$ cat config.mk
export PLATFORM = sky130hd
export DESIGN_NAME = hhma_front
export DESIGN_NICKNAME = d
export VERILOG_FILES = /design/src/sv/hhma_pkg.sv /design/src/sv/hhma_front.sv
export SDC_FILE = /design/constraint.sdc
export NUM_CORES = 1
export LEC_CHECK = 0
export ABC_AREA = 1
export BUFFER_PORTS_ARGS = -buffer_cell sky130_fd_sc_hd__buf_2
export CORE_MARGIN = 1
export CORE_UTILIZATION = 55
export DETAILED_ROUTE_END_ITERATION = 7
export PLACE_DENSITY = 0.87
export SYNTH_ARGS = -nofsm -noshare
export SYNTH_HDL_FRONTEND = slang
export SYNTH_SLANG_ARGS = --single-unit
$ cat constraint.sdc
create_clock -name clk_i -period 6.6 [get_ports clk_i]
set_clock_uncertainty 0.1 [all_clocks]
set_input_delay 0 -clock clk_i [delete_from_list [all_inputs] [get_ports clk_i]]
set_output_delay 0 -clock clk_i [all_outputs]
set_load 0.01 [all_outputs]
$ cat src/sv/hhma_pkg.sv
// ----------------------------------------------------------------------------
// hhma_pkg
// Shared types, codes and constant tables of the harmonic hit-map accumulator.
// ----------------------------------------------------------------------------
package hhma_pkg;

  localparam logic OP_ACCUM = 1'b0;
  localparam logic OP_READ  = 1'b1;

  localparam int unsigned NumLanes  = 3;
  localparam int unsigned NumChains = 6;

  localparam logic [30:0] HALF_PI_Q30 = 31'd1686629713;
  localparam logic [31:0] ONE_Q30     = 32'd1073741824;

  typedef enum logic [1:0] {
    CMD_ACCUM     = 2'd0,
    CMD_READ      = 2'd1,
    CMD_READ_ZERO = 2'd2
  } cmd_e;

  typedef struct packed {
    cmd_e        cmd;
    logic [11:0] pixel;
    logic [15:0] angle;
  } entry_t;

  typedef logic [NumChains-1:0][15:0] cs_t;

  typedef struct packed {
    logic [31:0]                count;
    logic [NumChains-1:0][47:0] sum;
  } row_t;

  typedef struct packed {
    logic        start;
    logic [15:0] angle;
  } trig_req_t;

  typedef struct packed {
    logic done;
    cs_t  cs;
  } trig_rsp_t;

  typedef struct packed {
    logic [6:0]  d;
    logic [31:0] m;
    logic [5:0]  s;
  } coef_t;

  // Series term divisor, halved, with its reciprocal and shift.
  function automatic coef_t div_coef(input logic is_sin, input logic [2:0] step);
    coef_t c;
    c = '{d: 7'd1, m: 32'd2147483648, s: 6'd31};
    case ({is_sin, step})
      4'b0_000: c = '{d: 7'd1,   m: 32'd2147483648, s: 6'd31};
      4'b0_001: c = '{d: 7'd6,   m: 32'd2863311530, s: 6'd34};
      4'b0_010: c = '{d: 7'd15,  m: 32'd2290649224, s: 6'd35};
      4'b0_011: c = '{d: 7'd28,  m: 32'd2454267026, s: 6'd36};
      4'b0_100: c = '{d: 7'd45,  m: 32'd3054198966, s: 6'd37};
      4'b0_101: c = '{d: 7'd66,  m: 32'd4164816771, s: 6'd38};
      4'b0_110: c = '{d: 7'd91,  m: 32'd3020636340, s: 6'd38};
      4'b1_000: c = '{d: 7'd3,   m: 32'd2863311530, s: 6'd33};
      4'b1_001: c = '{d: 7'd10,  m: 32'd3435973836, s: 6'd35};
      4'b1_010: c = '{d: 7'd21,  m: 32'd3272356035, s: 6'd36};
      4'b1_011: c = '{d: 7'd36,  m: 32'd3817748707, s: 6'd37};
      4'b1_100: c = '{d: 7'd55,  m: 32'd2498890063, s: 6'd37};
      4'b1_101: c = '{d: 7'd78,  m: 32'd3524075730, s: 6'd38};
      4'b1_110: c = '{d: 7'd105, m: 32'd2617884828, s: 6'd38};
      default:  c = '{d: 7'd1,   m: 32'd2147483648, s: 6'd31};
    endcase
    return c;
  endfunction

endpackage

$ cat src/sv/hhma_front.sv
// ----------------------------------------------------------------------------
// hhma_front
// Input side: accepts words, classifies them and queues the work for the back.
// ----------------------------------------------------------------------------
module hhma_front #(
  parameter int unsigned NUM_PIXELS = 4096
) (
  input  logic              clk_i,
  input  logic              rst_ni,
  input  logic              in_valid_i,
  output logic              in_ready_o,
  input  logic              operation_i,
  input  logic [11:0]       pixel_i,
  input  logic [15:0]       angle_i,
  input  logic              clr_busy_i,
  output logic              q_valid_o,
  output hhma_pkg::entry_t  q_entry_o,
  input  logic              q_pop_i
);
  import hhma_pkg::*;

  entry_t     fifo_q [2];
  logic       wr_ptr_q, rd_ptr_q;
  logic [1:0] cnt_q;
  logic       in_range, keep, push;
  entry_t     entry;

  always_comb begin
    in_range    = 32'(pixel_i) < 32'(NUM_PIXELS);
    keep        = (operation_i == OP_READ) || in_range;
    entry.pixel = pixel_i;
    entry.angle = angle_i;
    if (operation_i == OP_READ) begin
      entry.cmd = in_range ? CMD_READ : CMD_READ_ZERO;
    end else begin
      entry.cmd = CMD_ACCUM;
    end
  end

  assign in_ready_o = (cnt_q != 2'd2) && !clr_busy_i;
  assign push       = in_valid_i && in_ready_o && keep;
  assign q_valid_o  = cnt_q != 2'd0;
  assign q_entry_o  = fifo_q[rd_ptr_q];

  always_ff @(posedge clk_i or negedge rst_ni) begin
    if (!rst_ni) begin
      wr_ptr_q <= 1'b0;
      rd_ptr_q <= 1'b0;
      cnt_q    <= 2'd0;
    end else begin
      if (push) begin
        wr_ptr_q <= ~wr_ptr_q;
      end
      if (q_pop_i) begin
        rd_ptr_q <= ~rd_ptr_q;
      end
      case ({push, q_pop_i})
        2'b10:   cnt_q <= cnt_q + 2'd1;
        2'b01:   cnt_q <= cnt_q - 2'd1;
        default: cnt_q <= cnt_q;
      endcase
    end
  end

  always_ff @(posedge clk_i) begin
    if (push) begin
      fifo_q[wr_ptr_q] <= entry;
    end
  end

endmodule

==> metrics.md, run 1 <==
| Metric | Value |
|---|---|
| Origin of the worst min-delay path | clr_busy_i |
| Hold endpoint | wr_ptr_q$_DFFE_PN0P_ |
| Switching share of power | 0.313 |
| Residual DRC | 0 |
| TNS Setup | 0 ps |
| Synth warn | 0 |
| Gr ovfl total | 0 |
| Largest net degree at the start of global routing | 60 |
| Post-synthesis mux area share | 0 |
| Share of post-route cells with drive strength above 1 | 0.268 |
| Tightest Hold Check Type | input pin to flop |
| Pwr per Cell Area | 354 mW/mm^2 |
| F_max | 0.473 GHz |
| Standard-cell rows | 23 |
| Worst path buffer plus inverter count | 2 |
| Minimum clock period | 2120 ps |
| WL met1 | 1.73 mm |
| R2R Path Start | cnt_q[0]$_DFFE_PN0P_ |
| Initial Util | 0.585 |
| Die W | 67.7 um |
| Placed cell count | 289 |
| Top sig layer | met4 |
| First-pass GRT wire length | 6.59 mm |
| Hold Path Cell Cnt | 5 |
| Clk sink count | 62 |
| Internal power | 0.785 mW |
| TritonCTS buffer count | 9 |
| Status | completed |
| Die area | 0.00458 mm^2 |
| TritonRoute pass-1 iters | 5 |
| Leakage dissipation | 1.41 nW |
| Combinational family with the most area after synthesis | buffers and inverters |
| Register clock-pin slew on the reported worst setup and hold paths | 60 ps |
| Routed length per placed instance | 13.4 um |
| Met3 wire length | 241 um |
| Placer Congestion | 0.791 |
| Crit-path cells | inv_1 -> nand2_1 -> nand3_1 -> nor2_2 -> buf_4 |
| # nets final | 319 |
| # diodes | 0 |
| Port bufs | 64 |
| Initial antenna violation count | 0 |
| Io pins | 66 |
| DR vias/cell | 4.82 |
| R2R setup slack | 4480 ps |
| Clock root cell | clkbuf_8 |
| CP max stage cell | nor2_2 |
| RSZ-0062 raised after global routing | false |
| Delay-heaviest family, CP | simple AND/OR/NAND/NOR gates |
| Finished Layout Cells | 337 |
| Max-slew violations | 0 |
| Worst r2r dst | fifo_q[1][14]$_DFFE_PP_ |
| Post-Syn Area per Cell | 13.1 um^2 |
| Fin crit share | 0.321 |
| MaxCap Viol Count | 0 |
| Post-synthesis sequential area ratio | 0.776 |
| Critical Path RT | 6510 ps |
| Critical Path Source Type | flop |
| Post-synth cell types | 17 |
| CTS tree | done |
| Adder-cell share of the synthesized area | 0.00527 |
| Synth Cell Area | 0.00237 mm^2 |
| Met2 WL post-DR | 2.42 mm |
| Post-Route WL | 4.51 mm |
| Final WS setup | 4480 ps |
| Routed Antenna Nets | 0 |
| Total number of vias | 1,624 |
| Setup crit end kind | flop |
| Crit Path Class | flop to flop |
| P_sw | 0.358 mW |
| Setup crit start | cnt_q[0]$_DFFE_PN0P_ |
| Crit path largest cell delay | 560 ps |
| Xor-xnor portion of the synthesized cell area | 0.00738 |
| Post-synthesis compound-gate area fraction | 0.0633 |
| Reg2reg path depth | 5 |
| Total Routing Usage GR | 0.217 |
| Clock power share | 0.255 |
| Simple logic cell fraction of the synthesized area | 0.0696 |
| Worst-Margin Slew | 1130 ps |
| CORE AREA | 0.00406 mm^2 |
| Crit path arrival time | 2030 ps |
| Placement Setup Slack | 4490 ps |
| Synthesized Nets | 216 |
| Worst VDD drop | 0.260 mV |
| Max H-tree Level | 3 |
| Dpl hpwl | 2.65 mm |
| Final setup viols | 0 |
| Worst Path Max Fanout | 17 |
| Area grow syn2layout | 36.1% |
| Final Hold Viols | 0 |
| 1st-iter DRT viols | 97 |
| Sequential power share | 0.486 |
| Worst rel slew slack | 0.249 |
| Die height | 67.7 um |
| Post-cts sizing count | 0 |
| Combinational share of power | 0.259 |
| Vias in the first global route | 1,484 |
| Max Root-Sink Buffers | 2 |
| Mapped Cells | 181 |
| Clk_lat worst skew | 320 ps |
| Synthesized flop and latch total | 62 |
-- area by class of cell --
type | instances | area, um^2
Clock buffer | 11 | 131
Clock inverter | 3 | 37.5
Inverter | 36 | 135
Sequential cell | 62 | 1840
Fill cell | 234 | 828
Multi-Input combinational cell | 76 | 352
Timing Repair Buffer | 99 | 668
Tap cell | 50 | 62.6
-- registers in the layout (all words and copies together), names as in the netlist --
name,cells
fifo_q,58
wr_ptr_q,1
cnt_q,2
rd_ptr_q,1
-- per-layer routing --
| metal | global-route usage | vias to the layer above |
|---|---|---|
| li1 | - | 804 |
| met1 | 0.234 | 734 |
| met2 | 0.371 | 74 |
| met3 | 0.0490 | 12 |
| met4 | 0.154 | 0 |
| met5 | 0 | - |
-- worst reg2reg max path, delay by kind of cell (launching register included) --
kind,cells,cell delay (ps)
buf+inv,2,500
flops,1,400
simple gates,3,800
-- layout by cell type (no fill, tap or decap), drive strengths merged --
master / count
buf: 65
dfrtp: 4
edfxtp: 58
ha: 1
xor2: 1
clkbuf: 11
conb: 1
xnor2: 1
clkinv: 2
a21oi: 1
nor2: 1
bufinv: 1
nand4: 2
inv: 36
nand2: 37
dlygate4sd3: 34
nand3: 2
o21ai: 29
-- Yosys cell counts --
master / instances / share of area
a21oi_1: 1 / 0.0021
buf_2: 4 / 0.0084
buf_4: 2 / 0.0063
buf_6: 1 / 0.0047
conb_1: 1 / 0.0016
dfrtp_1: 4 / 0.042
edfxtp_1: 58 / 0.73
ha_1: 1 / 0.0053
inv_1: 36 / 0.057
nand2_1: 37 / 0.059
nand3_1: 2 / 0.0042
nand4_1: 2 / 0.0053
nor2_1: 1 / 0.0016
o21ai_0: 19 / 0.040
o21ai_1: 10 / 0.021
xnor2_1: 1 / 0.0037
xor2_1: 1 / 0.0037
-- worst max path at each step --
stage | to | cells past startpoint
global placement | fifo_q[1][22]$_DFFE_PP_ | 5
CTS | fifo_q[1][20]$_DFFE_PP_ | 5
detailed placement | fifo_q[1][23]$_DFFE_PP_ | 5
finish | fifo_q[1][14]$_DFFE_PP_ | 5
global route | fifo_q[0][27]$_DFFE_PP_ | 4
floorplan | fifo_q[1][0]$_DFFE_PP_ | 4
-- kinds of logic after synthesis --
group	Yosys count
flip-flops	62
buffers and inverters	43
AND/OR/NAND/NOR	42
AO/OA/AOI/OAI	30
XOR/XNOR	2
adder cells (fa/ha/maj)	1
other	1
-- power by group through the flow --
stage,clock [mW],sequential [mW],combinational [mW]
3_5_place_dp,0,0.563,0.273
2_1_floorplan,0,0.516,0.206
4_1_cts,0.297,0.554,0.292
5_1_grt,0.309,0.565,0.330
6_report,0.291,0.556,0.296
3_3_place_gp,0,0.557,0.265
-- repair_timing --
| item | in CTS | in global routing |
|---|---|---|
| hold buffers | 34 | 0 |
| hold endpoints to repair | 65 | 0 |
| buffers inserted | 0 | 0 |
-- through the flow --
step	util	power [mW]	area (um^2)	hold slack, ps
global placement	0.670	0.823	2720	-287
detailed placement	0.670	0.836	2720	-286
floorplan	-	0.722	2370	-396
global route	0.796	1.20	3230	114
finish	0.796	1.14	3230	87.5
CTS	0.796	1.14	3230	28.6
(Power assumes the default switching activity.)
==> run 2, diff against run 1 <==
--- a/config.mk
+++ b/config.mk
@@ -8,9 +8,9 @@
 export ABC_AREA = 1
 export BUFFER_PORTS_ARGS = -buffer_cell sky130_fd_sc_hd__buf_2
 export CORE_MARGIN = 1
-export CORE_UTILIZATION = 55
+export CORE_UTILIZATION = 51
 export DETAILED_ROUTE_END_ITERATION = 7
-export PLACE_DENSITY = 0.87
+export PLACE_DENSITY = 0.82
 export SYNTH_ARGS = -nofsm -noshare
 export SYNTH_HDL_FRONTEND = slang
 export SYNTH_SLANG_ARGS = --single-unit
==> constraint.sdc (replaced) <==
create_clock -name clk_i -period 2 [get_ports clk_i]
set_clock_uncertainty 0.1 [all_clocks]
set_input_delay 0 -clock clk_i [delete_from_list [all_inputs] [get_ports clk_i]]
set_output_delay 0 -clock clk_i [all_outputs]
set_load 0.01 [all_outputs]
==> metrics.md, run 2 (same netlist as run 1, synthesis figures left out) <==
| Metric | Value |
|---|---|
| Status | completed |
| Commonest non-fill, non-tap cell in the layout | buf_2 |
| Final WS setup | 374 ps |
| Tightest Hold Check Type | input pin to flop |
| Critical Path RT | 1900 ps |
| Initial antenna violation count | 0 |
| R2R Path Start | cnt_q[0]$_DFFE_PN0P_ |
| Die area | 0.00493 mm^2 |
| Residual DRC | 0 |
| Largest net degree at the start of global routing | 25 |
| Finished Layout Cells | 346 |
| Routed Antenna Nets | 0 |
| Initial Util | 0.537 |
| Pwr Total | 3.69 mW |
| Placed cell count | 296 |
| Port bufs | 64 |
| # nets final | 325 |
| TritonRoute pass-1 iters | 4 |
| MaxCap Viol Count | 0 |
| Max-slew violations | 0 |
| DR vias/cell | 4.66 |
| Die W | 70.2 um |
| Gr ovfl total | 0 |
| TNS Setup | 0 ps |
| Post-cts sizing count | 0 |
| Setup crit start | rd_ptr_q$_DFFE_PN0P_ |
| First-pass GRT wire length | 7.29 mm |
| Clk sink count | 62 |
| Max H-tree Level | 3 |
| Worst Path Max Fanout | 24 |
| Area after DPL | 0.00276 mm^2 |
| Final Hold Slack | 297 ps |
| Vias in the first global route | 1,600 |
| RSZ-0062 raised after global routing | false |
| Dpl hpwl | 2.75 mm |
| Origin of the worst min-delay path | angle_i[0] |
| Max Root-Sink Buffers | 2 |
| Fin area | 0.00326 mm^2 |
| Clock root cell | clkbuf_8 |
| Total number of vias | 1,612 |
| F_max | 0.615 GHz |
| Pwr per Cell Area | 1130 mW/mm^2 |
| CTS tree | done |
| Minimum clock period | 1630 ps |
| Max FFs per register | 58 |
| Die height | 70.2 um |
| Total Routing Usage GR | 0.204 |
| Most frequent cells in the layout | buf_2, edfxtp_1, nand2_1 |
| Leakage dissipation | 1.43 nW |
| Top Registers | fifo_q: 58 flops, cnt_q: 2 flops |
| Standard-cell rows | 24 |
| Final setup viols | 0 |
| Routed length per placed instance | 12.6 um |
| Clk_lat worst skew | 320 ps |
| Register clock-pin slew on the reported worst setup and hold paths | 60 ps |
| Post-Route WL | 4.37 mm |
| Crit Path Class | flop to output port |
| CORE AREA | 0.00441 mm^2 |
| Io pins | 66 |
| Biggest register | fifo_q |
| Util after Layout | 0.740 |
| Critical Path Source Type | flop |
| # diodes | 0 |
| Placement Setup Slack | 487 ps |
| Fin crit share | 0.813 |
| 1st-iter DRT viols | 114 |
| Setup crit end kind | output port |
| Crit path arrival time | 1530 ps |
| Share of post-route cells with drive strength above 1 | 0.289 |
| Worst VDD drop | 1.07 mV |
| Area grow syn2layout | 37.6% |
| Final Hold Viols | 0 |
| Fillers | 289 |
| TritonCTS buffer count | 9 |
| Placer Congestion | 0.777 |
==> run 2: changes by cell type in the layout (fill, tap and decap cells not counted) <==
cell           before  now
buf_4               1    6
clkinvlp_4          0    1
clkinv_2            0    3
bufinv_16           1    0
dlygate4sd3_1      34   35
clkbuf_1            2    0
==> run 2: cell type report <==
type	count	area, um^2	share of cell area
Tap cell	52	65.1	0.0199
Clock inverter	6	30.0	0.00920
Multi-Input combinational cell	76	352	0.108
Sequential cell	62	1840	0.565
Timing Repair Buffer	105	716	0.219
Inverter	36	135	0.0414
Clock buffer	9	124	0.0379
==> run 2: worst paths after layout <==
check | endpoint | slack [ps] | cells past startpoint
worst max-delay path | q_entry_o[4] | 370 | 4
worst min-delay path | fifo_q[1][0]$_DFFE_PP_ | 300 | 2
worst max register to register | wr_ptr_q$_DFFE_PN0P_ | 450 | 5
worst min register to register | wr_ptr_q$_DFFE_PN0P_ | 400 | 2
max in group asynchronous | rd_ptr_q$_DFFE_PN0P_ | 1160 | 3
min in group asynchronous | cnt_q[0]$_DFFE_PN0P_ | 460 | 3
==> run 2: layer usage <==
| layer | up-vias | routed length (um) | global-route usage |
|---|---|---|---|
| met5 | - | 0 | 0 |
| met1 | 729 | 1760 | 0.237 |
| li1 | 818 | - | - |
| met3 | 8 | 264 | 0.0664 |
| met4 | 0 | 80 | 0.113 |
| met2 | 57 | 2260 | 0.333 |
==> run 2: where the power goes <==
| part | internal [mW] | leakage [nW] | total [mW] | switching (mW) |
|---|---|---|---|---|
| clock | 0.426 | 0.0797 | 0.857 | 0.431 |
| combinational | 0.448 | 0.777 | 1.10 | 0.653 |
| sequential | 1.63 | 0.577 | 1.73 | 0.105 |
| total | 2.50 | 1.43 | 3.69 | 1.19 |
==> run 2: timing repair <==
action                    4_1_cts  5_1_grt
hold endpoints to repair       65        0
buffers inserted                0        0
hold buffers                   35        0
==> run 2: critical path, stage by stage (launching register included) <==
cell and delay [ps]:
dfrtp_2 550, buf_4 300, nand2_1 70, o21ai_0 100
buf_2 170
==> run 3, diff against run 2 <==
--- a/config.mk
+++ b/config.mk
@@ -8,9 +8,9 @@
 export ABC_AREA = 1
 export BUFFER_PORTS_ARGS = -buffer_cell sky130_fd_sc_hd__buf_2
 export CORE_MARGIN = 1
-export CORE_UTILIZATION = 51
+export CORE_UTILIZATION = 46
 export DETAILED_ROUTE_END_ITERATION = 7
-export PLACE_DENSITY = 0.82
+export PLACE_DENSITY = 0.78
 export SYNTH_ARGS = -nofsm -noshare
 export SYNTH_HDL_FRONTEND = slang
 export SYNTH_SLANG_ARGS = --single-unit
==> constraint.sdc (replaced) <==
create_clock -name clk_i -period 1.4 [get_ports clk_i]
set_clock_uncertainty 0.1 [all_clocks]
set_input_delay 0 -clock clk_i [delete_from_list [all_inputs] [get_ports clk_i]]
set_output_delay 0 -clock clk_i [all_outputs]
set_load 0.01 [all_outputs]
==> metrics.md, run 3 (same netlist as run 1, synthesis figures left out) <==
| Metric | Value |
|---|---|
| Max Root-Sink Buffers | 2 |
| Initial antenna violation count | 0 |
| Multi-input gate area | 399 um^2 |
| Io pins | 66 |
| Die height | 73.8 um |
| Worst Path Max Fanout | 25 |
| Vias in the first global route | 1,646 |
| Most frequent cells in the layout | buf_2, edfxtp_1, nand2_1 |
| Status | complete, but fails checks |
| Post-Route WL | 4.60 mm |
| Pwr Total | 5.66 mW |
| Placer Congestion | 0.780 |
| RSZ-0062 raised after global routing | true |
| Dpl hpwl | 2.73 mm |
| Fin area | 0.00342 mm^2 |
| Crit Path Class | flop to output port |
| Die area | 0.00545 mm^2 |
| CORE AREA | 0.00485 mm^2 |
| Clk sink count | 62 |
| Gr ovfl total | 0 |
| Port bufs | 64 |
| Crit-path cells | buf_12 -> o21ai_0 -> buf_2 |
| Tightest Hold Check Type | input pin to flop |
| Routed Antenna Nets | 0 |
| Pwr per Cell Area | 1650 mW/mm^2 |
| MaxCap Viol Count | 0 |
| Setup crit end kind | output port |
| Share of post-route cells with drive strength above 1 | 0.333 |
| Final Hold Viols | 0 |
| Final WS setup | -11.2 ps |
| Die W | 73.8 um |
| DR vias/cell | 4.52 |
| Crit path arrival time | 1310 ps |
| Total Routing Usage GR | 0.188 |
| CTS tree | done |
| Total number of vias | 1,659 |
| First-pass GRT wire length | 7.07 mm |
| Crit path largest cell delay | 460 ps |
| Commonest non-fill, non-tap cell in the layout | buf_2 |
| Initial Util | 0.489 |
| Fillers | 349 |
| Fin crit share | 1.01 |
| F_max | 0.709 GHz |
| # diodes | 0 |
| Register area | 0.00184 mm^2 |
| Area after DPL | 0.00286 mm^2 |
| Clock root cell | clkbuf_8 |
| TritonRoute pass-1 iters | 4 |
| Residual DRC | 0 |
| Critical Path Source Type | flop |
| Top Registers | fifo_q: 58 flops, cnt_q: 2 flops |
| Max H-tree Level | 3 |
| Max-slew violations | 0 |
| Leakage dissipation | 1.47 nW |
| Critical Path RT | 1300 ps |
| Clk_lat worst skew | 330 ps |
| Minimum clock period | 1410 ps |
| Final setup viols | 2 |
| Standard-cell rows | 25 |
| Worst VDD drop | 0.998 mV |
| CP max stage cell | dfrtp_2 |
| Register clock-pin slew on the reported worst setup and hold paths | 70 ps |
| Routed length per placed instance | 12.5 um |
| # nets final | 330 |
| Area grow syn2layout | 44.1% |
| TritonCTS buffer count | 9 |
| Max FFs per register | 58 |
| Largest net degree at the start of global routing | 27 |
| Failing checks | setup timing |
| Biggest register | fifo_q |
| 1st-iter DRT viols | 93 |
[run 3: cell count changes in the layout (fill, tap and decap cells not counted), sizes merged]
cell / change
dlygate4sd3: -1
clkbuf: +2
clkinvlp: +1
buf: +6
inv: -1
clkinv: -1
[run 3: worst paths after layout]
kind | start | endpoint | cells after the start | slack (ps)
max | rd_ptr_q$_DFFE_PN0P_ | q_entry_o[0] | 3 | -10
max reg2reg | cnt_q[1]$_DFFE_PN0P_ | fifo_q[0][25]$_DFFE_PP_ | 4 | 30
min | angle_i[15] | fifo_q[1][15]$_DFFE_PP_ | 2 | 290
min in group asynchronous | rst_ni | wr_ptr_q$_DFFE_PN0P_ | 3 | 500
max in group asynchronous | rst_ni | rd_ptr_q$_DFFE_PN0P_ | 3 | 510
min reg2reg | wr_ptr_q$_DFFE_PN0P_ | wr_ptr_q$_DFFE_PN0P_ | 2 | 410
[run 3: layout make-up]
cell class                      instances  share of cell area
Inverter                               36              0.0406
Multi-Input combinational cell         76               0.117
Sequential cell                        62               0.539
Clock inverter                          5             0.00769
Clock buffer                           11              0.0384
Tap cell                               67              0.0245
Timing Repair Buffer                  110               0.233
[run 3: where the power goes]
part,total (mW),switching (mW),internal [mW],leakage (nW)
registers,2.43,0.103,2.32,0.577
logic,1.97,1.10,0.868,0.816
clock network,1.26,0.635,0.626,0.0805
[run 3: worst max-delay path, delay by kind of cell, from the launching register on]
family | cells | cell delay, ps
AOI/OAI and AO/OA | 1 | 180
buffers and inverters | 2 | 340
DFF | 1 | 460
[run 3: timing repair]
action | 4_1_cts | 5_1_grt
endpoints found under the hold margin | 65 | 0
gates resized for setup | 4 | 15
endpoints found under the setup margin | 25 | 52
hold buffers | 34 | 0
setup buffers | 2 | 1
pin swaps | 0 | 0
[run 3: routing by layer]
layer,GRT usage,share of wire,vias to the layer above,wire length [um]
met5,0,0,-,0
met4,0.0726,0.012,0,57
met3,0.0782,0.052,6,239
met2,0.325,0.53,57,2440
met1,0.204,0.41,765,1870
li1,-,-,831,-
[run 3: per-stage QoR]
stage / worst slack, ps / hold WS (ps) / setup TNS [ps] / instances / utilization
6_report: -11.2 / 289 / -18.6 / 367 / 0.705
5_1_grt: -80.6 / 272 / -1960 / 367 / 0.705
4_1_cts: -47.7 / 268 / -207 / 366 / 0.695
3_5_place_dp: 25.0 / -286 / 0 / 314 / 0.589
3_3_place_gp: 51.6 / -286 / 0 / 314 / 0.589
2_1_floorplan: -179 / -396 / -9540 / 181 / -
